--- config.mk ---
export PLATFORM = sky130hd
export DESIGN_NAME = osc_mark_stream_parser
export DESIGN_NICKNAME = d
export VERILOG_FILES = /design/src/hdl/osp_pkg.sv /design/src/hdl/osp_ram.sv /design/src/hdl/osc_mark_stream_parser.sv
export SDC_FILE = /design/constraint.sdc
export NUM_CORES = 2
export LEC_CHECK = 0
export BUFFER_PORTS_ARGS = -buffer_cell sky130_fd_sc_hd__buf_2
export CAP_MARGIN = 20
export CORE_ASPECT_RATIO = 1.75
export CORE_MARGIN = 2
export CORE_UTILIZATION = 39
export DETAILED_ROUTE_END_ITERATION = 7
export PLACE_DENSITY = 0.66
export RECOVER_POWER = 25
export REMOVE_ABC_BUFFERS = 1
export SETUP_SLACK_MARGIN = 0.15
export SLEW_MARGIN = 25
export SYNTH_ARGS = -nofsm -noshare
export SYNTH_HDL_FRONTEND = slang
export SYNTH_SLANG_ARGS = --single-unit
--- constraint.sdc ---
create_clock -name clk -period 6.4 [get_ports clk]
set_clock_uncertainty 0.1 [all_clocks]
set_input_delay 1.28 -clock clk [delete_from_list [all_inputs] [get_ports clk]]
set_output_delay 1.28 -clock clk [all_outputs]
set_load 0.005 [all_outputs]
--- src/hdl/osp_pkg.sv ---
`default_nettype none
package osp_pkg;

  typedef enum logic [2:0] {
    ST_IDLE,
    ST_READ,
    ST_TEXT,
    ST_SEMI,
    ST_COLON,
    ST_SPACE,
    ST_DIGIT,
    ST_FINISH
  } osp_state_t;

  localparam logic [2:0] KIND_BELL    = 3'd0;
  localparam logic [2:0] KIND_PROMPT  = 3'd1;
  localparam logic [2:0] KIND_COMMAND = 3'd2;
  localparam logic [2:0] KIND_EXEC    = 3'd3;
  localparam logic [2:0] KIND_DONE    = 3'd4;
  localparam logic [2:0] KIND_NOTIFY  = 3'd5;
  localparam logic [2:0] KIND_TITLE   = 3'd6;

  localparam logic [7:0] CH_ESC   = 8'h1B;
  localparam logic [7:0] CH_BEL   = 8'h07;
  localparam logic [7:0] CH_OSC   = 8'h5D;  // ']'
  localparam logic [7:0] CH_BSL   = 8'h5C;  // '\'
  localparam logic [7:0] CH_SEMI  = 8'h3B;
  localparam logic [7:0] CH_COLON = 8'h3A;
  localparam logic [7:0] CH_SPACE = 8'h20;
  localparam logic [7:0] CH_ZERO  = 8'h30;
  localparam logic [7:0] CH_NINE  = 8'h39;
  localparam logic [7:0] CH_TWO   = 8'h32;
  localparam logic [7:0] CH_FOUR  = 8'h34;
  localparam logic [7:0] CH_A     = 8'h41;
  localparam logic [7:0] CH_B     = 8'h42;
  localparam logic [7:0] CH_C     = 8'h43;
  localparam logic [7:0] CH_D     = 8'h44;

  localparam logic [8*4-1:0]  PFX_MARK   = "133;";
  localparam logic [8*11-1:0] PFX_NOTIFY = "777;notify;";

  localparam int          HEAD_BYTES = 12;
  localparam logic [17:0] CODE_NONE  = 18'h3FFFF;
  localparam logic [16:0] DONE_CLAMP = 17'd100000;

endpackage
`default_nettype wire

--- src/hdl/osp_ram.sv ---
`default_nettype none
module osp_ram #(
  parameter int DEPTH = 256,
  parameter int AW    = 8
) (
  input  wire logic          clk,
  input  wire logic          we,
  input  wire logic [AW-1:0] waddr,
  input  wire logic [7:0]    wdata,
  input  wire logic          re,
  input  wire logic [AW-1:0] raddr,
  output logic      [7:0]    rdata
);

  logic [7:0] mem [DEPTH];

  always_ff @(posedge clk) begin
    if (we) begin
      mem[waddr] <= wdata;
    end
    if (re) begin
      rdata <= mem[raddr];
    end
  end

endmodule
`default_nettype wire

--- src/hdl/osc_mark_stream_parser.sv ---
`default_nettype none
// Channel  Dir  tdata (low bit up)                                tlast           tuser
// in_      in   data_byte[7:0]                                    last_in_buffer  -
// out_     out  exit_code[17:0] end_offset[49:18] text_char[57:50] last_of_hit    mark_kind[2:0]
//                                                                                 text_valid[3]
// Ordinary bytes are taken whenever the parser is idle. A string terminator
// stops intake while the stored payload is scanned through the single-port read
// of the payload RAM: a read step, then a text or digit step, per scanned byte;
// a step per inserted ':' and ' ', a check step for the byte after the 777 title
// ';', and a closing step. A bell outside a string takes the closing step only.
// Back-pressure on out_ stalls the text, ':', ' ' and closing steps.
// Synchronous active-low reset clears the OSC/ESC state, length and offset;
// the payload RAM is not cleared (reads past the length count as zero).
module osc_mark_stream_parser #(
  parameter int PAYLOAD_BYTES = 256,
  parameter int TEXT_BYTES    = 64
) (
  input  wire logic        clk,
  input  wire logic        rst_n,
  input  wire logic        in_tvalid,
  output logic             in_tready,
  input  wire logic [7:0]  in_tdata,   // data_byte[7:0]
  input  wire logic        in_tlast,
  output logic             out_tvalid,
  input  wire logic        out_tready,
  output logic      [63:0] out_tdata,  // exit_code, end_offset, text_char, zero pad
  output logic      [3:0]  out_tuser,  // mark_kind[2:0], text_valid
  output logic             out_tlast
);
  import osp_pkg::*;

  localparam int AW = $clog2(PAYLOAD_BYTES);
  localparam int CW = $clog2(TEXT_BYTES);
  localparam logic [AW-1:0] LEN_MAX = AW'(PAYLOAD_BYTES - 1);
  localparam logic [CW-1:0] CNT_CAP = CW'(TEXT_BYTES - 1);

  // control state
  osp_state_t      st_r, st_nxt, ret_r, ret_nxt;
  logic            in_osc_r, in_osc_nxt;
  logic            esc_r, esc_nxt;
  logic [AW-1:0]   len_r, len_nxt;
  logic            ovf_r, ovf_nxt;
  logic [31:0]     off_r, off_nxt;
  // scan state
  logic [AW-1:0]   a_r, a_nxt;
  logic            stop_r, stop_nxt;       // 777 title stops at ';'
  logic [2:0]      kind_r, kind_nxt;
  logic [17:0]     code_r, code_nxt;
  logic [31:0]     end_r, end_nxt;
  logic [7:0]      pend_r, pend_nxt;       // held char, one beat of lookahead
  logic            pend_v_r, pend_v_nxt;
  logic [CW-1:0]   cnt_r, cnt_nxt;
  logic [7:0]      head_r [HEAD_BYTES];
  // output register
  logic            ov_r;
  logic [2:0]      o_kind_r;
  logic [17:0]     o_code_r;
  logic [31:0]     o_end_r;
  logic [7:0]      o_char_r;
  logic            o_tv_r, o_last_r;

  logic            ld, ld_tv, ld_last;
  logic [7:0]      ld_char;
  logic            ram_we, ram_re;
  logic [7:0]      rd_data, d, b;
  logic            acc, out_free, can_put, full;
  logic [31:0]     end_now;
  logic [7:0]      hb [HEAD_BYTES];
  logic            is_mark, is_nine, is_nine4, is_777, is_title;
  logic [16:0]     v_prev;
  logic [20:0]     v_new;

  osp_ram #(.DEPTH(PAYLOAD_BYTES), .AW(AW)) u_ram (
    .clk   (clk),
    .we    (ram_we),
    .waddr (len_r),
    .wdata (in_tdata),
    .re    (ram_re),
    .raddr (a_r),
    .rdata (rd_data)
  );

  assign in_tready = (st_r == ST_IDLE);
  assign acc       = in_tvalid && in_tready;
  assign b         = in_tdata;
  assign out_free  = !ov_r || out_tready;
  assign can_put   = !pend_v_r || out_free;
  assign full      = (cnt_r == CNT_CAP);
  assign d         = (a_r < len_r) ? rd_data : 8'h00;
  assign end_now   = (off_r == 32'hFFFF_FFFF) ? off_r : off_r + 32'd1;
  assign ram_we    = acc && in_osc_r && !esc_r && b != CH_BEL && b != CH_ESC
                     && len_r < LEN_MAX;
  assign ram_re    = (st_r == ST_READ);

  // first payload bytes, zero past the length
  always_comb begin
    for (int k = 0; k < HEAD_BYTES; k++) begin
      hb[k] = (AW'(k) < len_r) ? head_r[k] : 8'h00;
    end
  end

  always_comb begin
    is_mark = !ovf_r;
    for (int k = 0; k < 4; k++) begin
      if (hb[k] != PFX_MARK[8*(3-k) +: 8]) is_mark = 1'b0;
    end
    is_777 = 1'b1;
    for (int k = 0; k < 11; k++) begin
      if (hb[k] != PFX_NOTIFY[8*(10-k) +: 8]) is_777 = 1'b0;
    end
    is_nine  = (hb[0] == CH_NINE) && (hb[1] == CH_SEMI);
    is_nine4 = (hb[2] == CH_FOUR) && (hb[3] == CH_SEMI);
    is_title = (hb[0] == CH_ZERO || hb[0] == CH_TWO) && (hb[1] == CH_SEMI);
  end

  assign v_prev = (code_r == CODE_NONE) ? 17'd0 : code_r[16:0];
  assign v_new  = {4'd0, v_prev} * 21'd10 + {13'd0, d - CH_ZERO};

  always_comb begin
    st_nxt     = st_r;
    ret_nxt    = ret_r;
    in_osc_nxt = in_osc_r;
    esc_nxt    = esc_r;
    len_nxt    = len_r;
    ovf_nxt    = ovf_r;
    off_nxt    = off_r;
    a_nxt      = a_r;
    stop_nxt   = stop_r;
    kind_nxt   = kind_r;
    code_nxt   = code_r;
    end_nxt    = end_r;
    pend_nxt   = pend_r;
    pend_v_nxt = pend_v_r;
    cnt_nxt    = cnt_r;
    ld         = 1'b0;
    ld_char    = pend_r;
    ld_tv      = 1'b1;
    ld_last    = 1'b0;

    case (st_r)
      ST_IDLE: begin
        if (acc) begin
          off_nxt    = in_tlast ? 32'd0 : end_now;
          end_nxt    = end_now;
          code_nxt   = CODE_NONE;
          pend_v_nxt = 1'b0;
          cnt_nxt    = '0;
          stop_nxt   = 1'b0;
          if (!in_osc_r) begin
            if (esc_r) begin
              esc_nxt = (b == CH_ESC);
              if (b == CH_OSC) begin
                in_osc_nxt = 1'b1;
                len_nxt    = '0;
                ovf_nxt    = 1'b0;
              end
            end else if (b == CH_ESC) begin
              esc_nxt = 1'b1;
            end else if (b == CH_BEL) begin
              kind_nxt = KIND_BELL;
              st_nxt   = ST_FINISH;
            end
          end else if ((esc_r && b == CH_BSL) || (!esc_r && b == CH_BEL)) begin
            // terminator: classify the payload
            esc_nxt = 1'b0;
            if (is_mark) begin
              if (hb[4] == CH_A || hb[4] == CH_B || hb[4] == CH_C) begin
                kind_nxt = (hb[4] == CH_A) ? KIND_PROMPT :
                           (hb[4] == CH_B) ? KIND_COMMAND : KIND_EXEC;
                st_nxt   = ST_FINISH;
              end else if (hb[4] == CH_D) begin
                kind_nxt = KIND_DONE;
                if (hb[5] == CH_SEMI) begin
                  a_nxt   = AW'(6);
                  ret_nxt = ST_DIGIT;
                  st_nxt  = ST_READ;
                end else begin
                  st_nxt = ST_FINISH;
                end
              end else begin
                in_osc_nxt = 1'b0;
                len_nxt    = '0;
                ovf_nxt    = 1'b0;
              end
            end else if ((is_nine && !is_nine4) || is_title) begin
              kind_nxt = is_nine ? KIND_NOTIFY : KIND_TITLE;
              a_nxt    = AW'(2);
              ret_nxt  = ST_TEXT;
              st_nxt   = ST_READ;
            end else if (is_777 && !is_nine) begin
              kind_nxt = KIND_NOTIFY;
              stop_nxt = 1'b1;
              a_nxt    = AW'(11);
              ret_nxt  = ST_TEXT;
              st_nxt   = ST_READ;
            end else begin
              in_osc_nxt = 1'b0;
              len_nxt    = '0;
              ovf_nxt    = 1'b0;
            end
          end else if (esc_r) begin
            // stray ESC abandons the string
            esc_nxt    = 1'b0;
            in_osc_nxt = 1'b0;
            len_nxt    = '0;
            ovf_nxt    = 1'b0;
          end else if (b == CH_ESC) begin
            esc_nxt = 1'b1;
          end else if (len_r < LEN_MAX) begin
            len_nxt = len_r + AW'(1);
          end else begin
            ovf_nxt = 1'b1;
          end
        end
      end
      ST_READ: begin
        st_nxt = ret_r;
      end
      ST_TEXT: begin
        if (d == 8'h00 || full) begin
          st_nxt = ST_FINISH;
        end else if (stop_r && d == CH_SEMI) begin
          a_nxt   = a_r + AW'(1);
          ret_nxt = ST_SEMI;
          st_nxt  = ST_READ;
        end else if (can_put) begin
          ld         = pend_v_r;
          pend_nxt   = d;
          pend_v_nxt = 1'b1;
          cnt_nxt    = cnt_r + CW'(1);
          a_nxt      = a_r + AW'(1);
          ret_nxt    = ST_TEXT;
          st_nxt     = ST_READ;
        end
      end
      ST_SEMI: begin
        if (d == 8'h00) begin
          st_nxt = ST_FINISH;
        end else begin
          stop_nxt = 1'b0;
          st_nxt   = ST_COLON;
        end
      end
      ST_COLON, ST_SPACE: begin
        if (full) begin
          st_nxt = ST_FINISH;
        end else if (can_put) begin
          ld         = pend_v_r;
          pend_nxt   = (st_r == ST_COLON) ? CH_COLON : CH_SPACE;
          pend_v_nxt = 1'b1;
          cnt_nxt    = cnt_r + CW'(1);
          st_nxt     = (st_r == ST_COLON) ? ST_SPACE : ST_TEXT;
        end
      end
      ST_DIGIT: begin
        if (d >= CH_ZERO && d <= CH_NINE) begin
          if (v_new > {4'd0, DONE_CLAMP}) begin
            code_nxt = {1'b0, DONE_CLAMP};
            st_nxt   = ST_FINISH;
          end else begin
            code_nxt = {1'b0, v_new[16:0]};
            a_nxt    = a_r + AW'(1);
            ret_nxt  = ST_DIGIT;
            st_nxt   = ST_READ;
          end
        end else begin
          st_nxt = ST_FINISH;
        end
      end
      ST_FINISH: begin
        if (out_free) begin
          ld         = 1'b1;
          ld_char    = pend_v_r ? pend_r : 8'h00;
          ld_tv      = pend_v_r;
          ld_last    = 1'b1;
          in_osc_nxt = 1'b0;
          esc_nxt    = 1'b0;
          len_nxt    = '0;
          ovf_nxt    = 1'b0;
          st_nxt     = ST_IDLE;
        end
      end
      default: begin
        st_nxt = ST_IDLE;
      end
    endcase
  end

  always_ff @(posedge clk) begin
    if (!rst_n) begin
      st_r     <= ST_IDLE;
      ret_r    <= ST_IDLE;
      in_osc_r <= 1'b0;
      esc_r    <= 1'b0;
      len_r    <= '0;
      ovf_r    <= 1'b0;
      off_r    <= '0;
      pend_v_r <= 1'b0;
      cnt_r    <= '0;
      ov_r     <= 1'b0;
    end else begin
      st_r     <= st_nxt;
      ret_r    <= ret_nxt;
      in_osc_r <= in_osc_nxt;
      esc_r    <= esc_nxt;
      len_r    <= len_nxt;
      ovf_r    <= ovf_nxt;
      off_r    <= off_nxt;
      pend_v_r <= pend_v_nxt;
      cnt_r    <= cnt_nxt;
      if (ld) begin
        ov_r <= 1'b1;
      end else if (out_tready) begin
        ov_r <= 1'b0;
      end
    end
  end

  // payload registers
  always_ff @(posedge clk) begin
    a_r    <= a_nxt;
    stop_r <= stop_nxt;
    kind_r <= kind_nxt;
    code_r <= code_nxt;
    end_r  <= end_nxt;
    pend_r <= pend_nxt;
    if (ram_we && len_r < AW'(HEAD_BYTES)) begin
      head_r[len_r[$clog2(HEAD_BYTES)-1:0]] <= b;
    end
    if (ld) begin
      o_kind_r <= kind_r;
      o_code_r <= code_r;
      o_end_r  <= end_r;
      o_char_r <= ld_char;
      o_tv_r   <= ld_tv;
      o_last_r <= ld_last;
    end
  end

  assign out_tvalid = ov_r;
  assign out_tdata  = {6'd0, o_char_r, o_end_r, o_code_r};
  assign out_tuser  = {o_tv_r, o_kind_r};
  assign out_tlast  = o_last_r;

endmodule
`default_nettype wire

==> reports/results.ini <==
[outcome]
status=complete, but fails checks
violations=max-capacitance violations, max-slew violations

[timing]
whs_ns=0.318
tightest_slew_ns=4.25
slew_viol_final=897
fmax_ghz=0.164
rsz0062_at_grt=no
max_slew_margin=-1.83
final-setup-viol-count=0
hold_violations=0
min_period_ns=6.11
finalCritPeriodShare=0.955

[logic_synthesis]
ys_types=92
postSynthAreaPerCell_um2=20.7
syn_inst=4477
synth.most_common_cell=edfxtp_1
synth_area_um2=92700
synth.ff_latch_count=2334
ys_seq_area_frac=0.750
netlist.area_leader.share=0.738
synthFlopType=edfxtp_1
synthArstFlopShare=0
yosys.area.top_type=edfxtp_1
ys_top_cells_by_area=edfxtp_1 74%, mux4_2 16%, nor2_1 1.5%, dfxtp_1 1.2%, ha_1 0.69%
synthTopCellsByCount=2277 x edfxtp_1, 657 x mux4_2, 377 x nor2_1
synth_warnings=0
synth_edf_count=2277

[global_routing]
grt_usage=0.183
grt_pass1_vias=46100
grt_start_max_net_pins=201
overflow=0
grt_pass1_wl_mm=323
antenna_found_initial=7

[setup_path]
critPathRequiredTime_ns=6.76
regToRegSetupSlack_ns=0.59
cp-start-kind=input pin
slowest_stage=clkbuf_1
crit_fanout=38
cp_common_cell=buf_4
cpPeakStageDelay_ns=2.02
cp.arrival_ns=6.47
endpoint_kind=register
worstSetupPathType=in -> reg
crit_chain=clkbuf_1 -> nor3_1 -> o21bai_1 -> nor3_2 -> buf_4 -> nand3_1 -> buf_4 -> nor2_1

[clock_tree]
cts_max_path_buffers=4
ctsResizeCount=0
cts.sinks=2334
htreeDepth=4
cts_root_buffer=clkbuf_16
clk_latency_ns=0.85
hold_buffers=0
path_clk_slew_ns=0.07
cts_made_buffers=189
postCtsSetupBuffers=0
cts_tree=yes

[hold_path]
hp-class=reg -> reg

[pwr]
power_density_nw_per_um2=355
seqPwrFrac=0.472
p_sw_frac=0.270
p_int_uw=26700
p_leak_uw=0.0317
combPwrFrac=0.207
total_power_uw=36600
ir_drop_mv=0.213
clockPowerShare=0.321
net-switching-power_uw=9870

[die]
die-height_um=649
fp-row-count=236
core-area_um2=236000
boundaryPins=84
dieWidth_um=372
start_util=0.392
die-area_um2=242000

[place]
dpl.hpwl_mm=141
gp_congestion=0.866
numPortBuffers=77
dp.cells=7535

[detailed_routing]
routed_via_density=5.64
drtIter0Drc=4215
wl_mm=223
dr.pass1.iters=5
wire_per_inst_um=28.4
route.vias.total=44400
antenna_left=0
drc=0

[cells_and_area]
utilization=0.437
area_growth_pct=11.3
drive_gt1_frac=0.245
final_cells=7876
final_nets=4699

[flow_run]
cap_violations=12

-- layout by cell type, fill, tap and decap left out, drive strengths merged, types with 8 or more instances in the layout --
cell | synthesis | final
mux2i | 27 | 27
clkinv | 0 | 62
and2 | 26 | 26
nor4 | 20 | 20
xor2 | 27 | 27
inv | 38 | 44
ha | 51 | 51
nand3 | 54 | 54
a21oi | 83 | 83
o21ai | 69 | 69
or3 | 19 | 19
or4 | 9 | 9
clkinvlp | 0 | 12
dfxtp | 57 | 57
a22oi | 19 | 19
a31oi | 8 | 8
nand2b | 10 | 10
mux4 | 657 | 657
nor2 | 378 | 378
edfxtp | 2277 | 2277
o21a | 13 | 13
bufinv | 0 | 22
nor3 | 18 | 18
conb | 1 | 14
nor2b | 47 | 47
and3 | 32 | 32
nand4 | 23 | 23
xnor2 | 37 | 37
buf | 94 | 182
a211oi | 35 | 35
clkbuf | 149 | 245
nand2 | 98 | 98
-- flip-flops by register name, summed over array words and instances, names as in the netlist, 6 cells and up --
name and count:
a_r 8, cnt_r 6, code_r 18, end_r 32
head_r 88, len_r 8, o_char_r 8, o_code_r 18
o_end_r 32, off_r 32, pend_r 8, u_ram.mem 2048
u_ram.rdata 8
-- final cells by class --
class	instances	area, um^2
antenna	6	15.0
multi-input combinational	1875	22100
clock buffer	232	5020
sequential	2334	69500
clock inverter	102	1080
fill	19900	133000
inverter	38	143
tap	3094	3870
timing repair buffer	195	1420
-- power groups by stage --
stage	Combinational (uW)	Sequential [uW]	Clock (uW)
finish	7570	17300	11800
global route	7980	17300	12400
floorplan	6020	18200	0
global placement	7530	17600	0
CTS	7630	17200	11900
detailed placement	7600	17600	0
-- stage by stage --
step / cell area (um^2) / TNS (ns) / setup WS, ns
2_1_floorplan: 91700 / -2444.48 / -17.09
3_3_place_gp: 97100 / 0 / 0.574
3_5_place_dp: 97100 / 0 / 0.464
4_1_cts: 103000 / 0 / 0.423
5_1_grt: 103000 / 0 / 0.167
6_report: 103000 / 0 / 0.290
-- routing by layer --
| metal | track usage | vias up | wire length [um] |
|---|---|---|---|
| li1 | - | 18800 | - |
| met4 | 0.0925 | 6 | 13200 |
| met1 | 0.199 | 23600 | 74100 |
| met5 | 0 | - | 49 |
| met2 | 0.347 | 1553 | 125000 |
| met3 | 0.0182 | 459 | 10600 |
-- kinds of logic after synthesis --
| family | Yosys count | synth area share |
|---|---|---|
| adder cells (fa/ha/maj) | 53 | 0.00732 |
| AND/OR/NAND/NOR | 773 | 0.0399 |
| multiplexers | 686 | 0.163 |
| XOR/XNOR | 64 | 0.00629 |
| buffers and inverters | 281 | 0.0126 |
| other | 1 | 0.0000405 |
| AO/OA/AOI/OAI | 285 | 0.0207 |
| flip-flops | 2334 | 0.750 |
-- critical path: cells and delay by family --
family                 cells  cell delay, ns
AND/OR/NAND/NOR            4            1.82
AO/OA/AOI/OAI              1            0.34
buffers and inverters      3            2.91
-- final timing paths --
path | start | to | depth (start not counted)
max | in_tdata[2] | u_ram.mem[175][1] | 8
min | end_r[6] | o_end_r[6] | 0
min reg2reg | end_r[6] | o_end_r[6] | 0
max reg2reg | code_r[6] | code_r[7] | 20
(Power assumes the default switching activity.)
